## config.mk

```make
export PLATFORM = sky130hd
export DESIGN_NAME = klbl_ctrl
export DESIGN_NICKNAME = d
export VERILOG_FILES = /design/src/rtl/core/klbl_pkg.sv /design/src/rtl/core/klbl_ctrl.sv
export SDC_FILE = /design/constraint.sdc
export NUM_CORES = 1
export LEC_CHECK = 0
export BUFFER_PORTS_ARGS = -buffer_cell sky130_fd_sc_hd__buf_2
export CAP_MARGIN = 0
export CORE_UTILIZATION = 54
export CTS_CLUSTER_DIAMETER = 80
export DETAILED_ROUTE_END_ITERATION = 10
export MAX_ROUTING_LAYER = met4
export PLACE_DENSITY = 0.88
export SETUP_SLACK_MARGIN = 0.15
export SYNTH_ARGS = -nofsm -noshare
export SYNTH_HDL_FRONTEND = slang
export SYNTH_SLANG_ARGS = --single-unit
```

## constraint.sdc

```tcl
create_clock -name clk -period 3.1 [get_ports clk]
set_input_delay 0.31 -clock clk [delete_from_list [all_inputs] [get_ports clk]]
set_output_delay 0.31 -clock clk [all_outputs]
set_load 0.02 [all_outputs]
```

## src/rtl/core/klbl_pkg.sv

```systemverilog
// klbl_pkg: shared widths, register indexes, divisor and reciprocal constants and the
// command and status types between the limiter controller and datapath
// no dependencies
package klbl_pkg;

  localparam int unsigned KEY_W      = 8;
  localparam int unsigned TIME_W     = 48;
  localparam int unsigned EVENT_W    = 16;
  localparam int unsigned LEVEL_W    = 32;
  localparam int unsigned MODE_W     = 2;
  localparam int unsigned CFG_IDX_W  = 2;
  localparam int unsigned CFG_DATA_W = 32;
  localparam int unsigned DIV_W      = 12;
  localparam int unsigned CHUNK_W    = 16;
  localparam int unsigned CNT_W      = 5;
  localparam int unsigned PROD_W     = TIME_W + LEVEL_W;
  localparam int unsigned QUO_W      = LEVEL_W + DIV_W;
  localparam int unsigned PP_W       = CHUNK_W + LEVEL_W;
  localparam int unsigned ENTRY_W    = TIME_W + LEVEL_W;
  localparam int unsigned KEY_SPAN   = 1 << KEY_W;
  localparam int unsigned DVD_W      = QUO_W - CHUNK_W;
  localparam int unsigned RCP_W      = DVD_W + 1;
  localparam int unsigned RPROD_W    = DVD_W + RCP_W;

  localparam int unsigned TABLE_DEPTH_DEF   = 256;
  localparam int unsigned FRACTION_BITS_DEF = 16;

  localparam logic [CFG_IDX_W-1:0] CFG_LEAK_RATE     = 2'd0;
  localparam logic [CFG_IDX_W-1:0] CFG_BURST_LIMIT   = 2'd1;
  localparam logic [CFG_IDX_W-1:0] CFG_INTERVAL_MODE = 2'd2;

  localparam logic [MODE_W-1:0] MODE_SECOND = 2'd0;
  localparam logic [MODE_W-1:0] MODE_MINUTE = 2'd1;

  localparam logic [DIV_W-1:0] DIV_SECOND = 12'd1;
  localparam logic [DIV_W-1:0] DIV_MINUTE = 12'd60;
  localparam logic [DIV_W-1:0] DIV_HOUR   = 12'd3600;

  // rounded-up reciprocals, exact for dividends below 2^DVD_W
  localparam int unsigned RCP_SH_MINUTE = DVD_W + 6;
  localparam int unsigned RCP_SH_HOUR   = DVD_W + 12;
  localparam logic [RCP_W-1:0] RCP_MINUTE =
    RCP_W'(((64'd1 << RCP_SH_MINUTE) + 64'(DIV_MINUTE) - 64'd1) / 64'(DIV_MINUTE));
  localparam logic [RCP_W-1:0] RCP_HOUR =
    RCP_W'(((64'd1 << RCP_SH_HOUR) + 64'(DIV_HOUR) - 64'd1) / 64'(DIV_HOUR));

  localparam logic [LEVEL_W-1:0] BURST_RESET = 32'd655360;

  // last product chunk and first quotient step
  localparam logic [CNT_W-1:0] MUL_LAST = 5'd2;
  localparam logic [CNT_W-1:0] DIV_FIRST = 5'd2;

  typedef struct packed {
    logic             accept;
    logic             load_entry;
    logic             mul_step;
    logic             acc_step;
    logic             cmp_step;
    logic             div_step;
    logic             sub_step;
    logic             add_step;
    logic             commit;
    logic [CNT_W-1:0] step;
  } klbl_cmd_t;

  typedef struct packed {
    logic rate_zero;
    logic drain_all;
    logic div_unit;
  } klbl_sts_t;

endpackage

```

## src/rtl/core/klbl_ctrl.sv

```systemverilog
// klbl_ctrl: sequencer for one request: table read, product chunks,
// drain compare, reciprocal quotient steps, event add and commit
// depends on klbl_pkg
module klbl_ctrl (
  input  logic                  clk,
  input  logic                  rst_n,
  input  logic                  in_valid,
  output logic                  in_ready,
  output logic                  out_valid,
  input  logic                  out_ready,
  input  klbl_pkg::klbl_sts_t   sts,
  output klbl_pkg::klbl_cmd_t   cmd
);
  import klbl_pkg::*;

  localparam logic [3:0] S_IDLE = 4'd0;
  localparam logic [3:0] S_READ = 4'd1;
  localparam logic [3:0] S_MUL  = 4'd2;
  localparam logic [3:0] S_ACC  = 4'd3;
  localparam logic [3:0] S_CMP  = 4'd4;
  localparam logic [3:0] S_DIV  = 4'd5;
  localparam logic [3:0] S_SUB  = 4'd6;
  localparam logic [3:0] S_ADD  = 4'd7;
  localparam logic [3:0] S_FIN  = 4'd8;

  logic [3:0]       state_r, state_nxt;
  logic [CNT_W-1:0] cnt_r, cnt_nxt;
  logic             out_valid_r, out_valid_nxt;
  logic             out_free;

  assign in_ready  = (state_r == S_IDLE);
  assign out_valid = out_valid_r;
  assign out_free  = !out_valid_r || out_ready;

  always_comb begin
    state_nxt      = state_r;
    cnt_nxt        = cnt_r;
    cmd            = '0;
    cmd.step       = cnt_r;
    cmd.accept     = (state_r == S_IDLE) && in_valid;
    cmd.load_entry = (state_r == S_READ);
    cmd.mul_step   = (state_r == S_MUL);
    cmd.acc_step   = (state_r == S_ACC);
    cmd.cmp_step   = (state_r == S_CMP);
    cmd.div_step   = (state_r == S_DIV);
    cmd.sub_step   = (state_r == S_SUB);
    cmd.add_step   = (state_r == S_ADD);
    cmd.commit     = (state_r == S_FIN) && out_free;
    unique case (state_r)
      S_IDLE: begin
        if (in_valid) begin
          state_nxt = S_READ;
        end
      end
      S_READ: begin
        cnt_nxt   = '0;
        state_nxt = sts.rate_zero ? S_FIN : S_MUL;
      end
      S_MUL: begin
        if (cnt_r == MUL_LAST) begin
          state_nxt = S_ACC;
        end else begin
          cnt_nxt = cnt_r + CNT_W'(1);
        end
      end
      S_ACC: state_nxt = S_CMP;
      S_CMP: begin
        cnt_nxt = DIV_FIRST;
        if (sts.drain_all || sts.div_unit) begin
          state_nxt = S_ADD;
        end else begin
          state_nxt = S_DIV;
        end
      end
      S_DIV: begin
        if (cnt_r == '0) begin
          state_nxt = S_SUB;
        end else begin
          cnt_nxt = cnt_r - CNT_W'(1);
        end
      end
      S_SUB: state_nxt = S_ADD;
      S_ADD: state_nxt = S_FIN;
      S_FIN: begin
        if (out_free) begin
          state_nxt = S_IDLE;
        end
      end
      default: state_nxt = S_IDLE;
    endcase
  end

  always_comb begin
    out_valid_nxt = out_valid_r;
    if (cmd.commit) begin
      out_valid_nxt = 1'b1;
    end else if (out_ready) begin
      out_valid_nxt = 1'b0;
    end
  end

  always_ff @(posedge clk) begin
    if (!rst_n) begin
      state_r     <= S_IDLE;
      cnt_r       <= '0;
      out_valid_r <= 1'b0;
    end else begin
      state_r     <= state_nxt;
      cnt_r       <= cnt_nxt;
      out_valid_r <= out_valid_nxt;
    end
  end

endmodule

```

==> impl_results.md <==
- Min-delay src: out_ready
- DRT Pass-1 Iters: 5
- Vias: around 950
- Max Fclk: just under 400 MHz
- Final setup violation count: 0
- Die ar.: around 0.0017 mm²
- Vias in the first global route: 700
- Most common cell in the netlist: nor2_1
- Row cnt: 13
- Worst rel slew slack: 0.401
- Largest cells by area after synthesis: dfxtp_1 24%, nor2_1 5.9%, o21ai_0 5.4%, buf_2 3.6%, a21oi_1 3.0%
- Crit path arrival time: roughly 2.7 ns
- Non-filler cells in the finished layout: between 100 and 150
- Critical-path cell list: and4bb_1 -> xnor2_1 -> ha_1 -> o31a_1 -> nor3b_1 -> o21ai_0 -> o211ai_1
- # hold bufs at CTS: 0
- Inserted Clock Buffers: 3
- Tmin final: 2.52 ns
- VDD IR max: 0.350 mV
- RSZ-0062 raised after global routing: no
- Ys flop type: dfxtp_1
- Clock Skew: 0.000177 ns
- Routability cong.: around 0.86
- Net Count, Synth: 121
- GR Overflow Total: 0
- First-pass GRT wire length: about 3.2 mm
- Seq/Total Area, Yosys: 0.241
- # DRC: 0
- Outcome: completed
- Crit end category: register
- Inst Count DP: 138
- Yosys reg bits: 10
- Crit path buffers/inverters: 0
- Die width: 41.2 µm
- Post-route setup slack: 0.579 ns
- Synth unique cells: 42
- Drt wl/cell: between 15 and 20 µm
- P&R area growth vs syn: 12.7%
- Cts repair resizes: 0
- Slew @ Worst Pin: 0.896 ns
- LEAKAGE: 0.407 nW
- Syn_area_per_cell: between 7 and 8 µm²
- Clock transition at the registers of the reported paths: approximately 0.08 ns
- H-tree depth: 1
- Clock Tree Root: clkbuf_4
- Clk buf depth: 2
- Maximum number of pins on one net before global-route repair: 17
- Fin. Hold Viols: 0
- Share of layout cells above drive strength 1: 0.252
- Total Routing Usage GR: 0.307
- Crit Path Max Fanout: 15
- Core Footprint: 0.00137 mm²
- Starting Density: 0.607
- Die H: 41.2 µm
- Worst-Skew Late Latency: 0.28 ns
- Post-CTS setup buffer count: 0
- Sink Count: 10
- Synth top cells by count: 13 x nor2_1, 10 x dfxtp_1, 9 x o21ai_0, 6 x buf_2, 6 x nand2_1
- Setup TNS: 0 ns
- CP max stage delay: 0.65 ns
- Place WS: 0.671 ns
- Top delay family on crit path: simple AND/OR/NAND/NOR gates
- CP startpoint kind: register
- Fin crit share: 0.813
- Io pins: 23
- Slowest-stage cell, CP: dfxtp_1
- Worst Hold Class: in -> reg
- Critical R2R Launch: state_r[0]
- Setup CP Type: reg -> reg
- Ys Warns: 0
- Post-synth EDFFs: 0
- Final #Nets: 137
- Final wirelength: 2.26 mm
- DP Wirelength: 1.54 mm
- Synth Cell Area: 830 µm²
- Async set or reset register ratio after synthesis: 0
- Port buffer count: 22
- Initial DRC Count: 52
- Share of the synthesized area in the top cell type: 0.241
- Max cap viols: 0
- Yosys top cell by area: dfxtp_1
- Slew Limit Fails: 0
- CTS tree: built
- DR vias/cell: 6.68
- Routed Antenna Nets: 0
- Pwr per Cell Area: 455 mW/mm²
- Worst Path Required: roughly 3.3 ns
- Cells after Synth: 112
- Initial antenna violation count: 0
- Crit path from: state_r[0]
- Diodes inserted: 0
[flip-flops by register name, indices dropped and copies added, names as in the netlist]
signal,flops
cnt_r,5
out_valid,1
state_r,4
[worst paths after layout]
| check | end | slack, ns | cells past startpoint |
|---|---|---|---|
| min reg2reg | out_valid | 0.55 | 2 |
| min | out_valid | 0.35 | 3 |
| max reg2reg | cnt_r[4] | 0.58 | 7 |
| max | cnt_r[4] | 0.58 | 7 |
[cell families after synthesis]
family | Yosys count | synth area share
xor gates and xnor gates | 2 | 0.0211
AOI/OAI and AO/OA | 32 | 0.267
DFF | 10 | 0.241
buffers and inverters | 16 | 0.0950
adders and majority gates | 2 | 0.0302
muxes | 1 | 0.0136
and+or+nand+nor | 49 | 0.332
[cell usage in the layout (no fill, tap or decap), types with 2 or more instances in the layout]
cell type,n
buf_2,22
nor2_1,13
dfxtp_1,10
o21ai_0,9
nand2_1,6
nor3_1,5
inv_1,5
a21oi_1,5
nand3_1,5
nand2b_1,4
a31oi_1,3
o211ai_1,3
clkbuf_4,3
and3_1,2
nand4_1,2
or3_1,2
o31a_1,2
nor3b_1,2
ha_1,2
[power by group]
group | internal (mW) | switching (mW)
logic | 0.0478 | 0.0831
registers | 0.137 | 0.0288
clock network | 0.0716 | 0.0570
[layout make-up]
| type | count | area (µm²) |
|---|---|---|
| fillers | 104 | 432 |
| flip-flops and latches | 10 | 200 |
| clock buffers | 4 | 36.3 |
| repair buffers | 22 | 110 |
| multi-input cells | 86 | 551 |
| well taps | 15 | 18.8 |
| inverters | 5 | 18.8 |
[routing by layer]
metal / track usage / wire (µm) / vias to the layer above
met2: 0.449 / 1070 / 59
li1: - / - / 439
met1: 0.388 / 912 / 440
met4: 0.177 / 95 / 0
met3: 0.0598 / 187 / 11
met5: - / 0 / -
[stage by stage]
step            util  power, mW  hold WS, ns  instance area (µm²)
2_1_floorplan      -      0.265        0.529                  830
3_3_place_gp   0.658      0.289        0.514                  898
3_5_place_dp   0.658      0.295        0.542                  898
4_1_cts        0.684      0.422        0.347                  935
5_1_grt        0.684      0.445        0.350                  935
6_report       0.684      0.425        0.348                  935
[tightest hold or removal path: stages]
cell and delay, ns:
buf_2 0.08, nand2b_1 0.13, a21oi_1 0.07
Note: power is estimated with default switching activity, not from simulation.
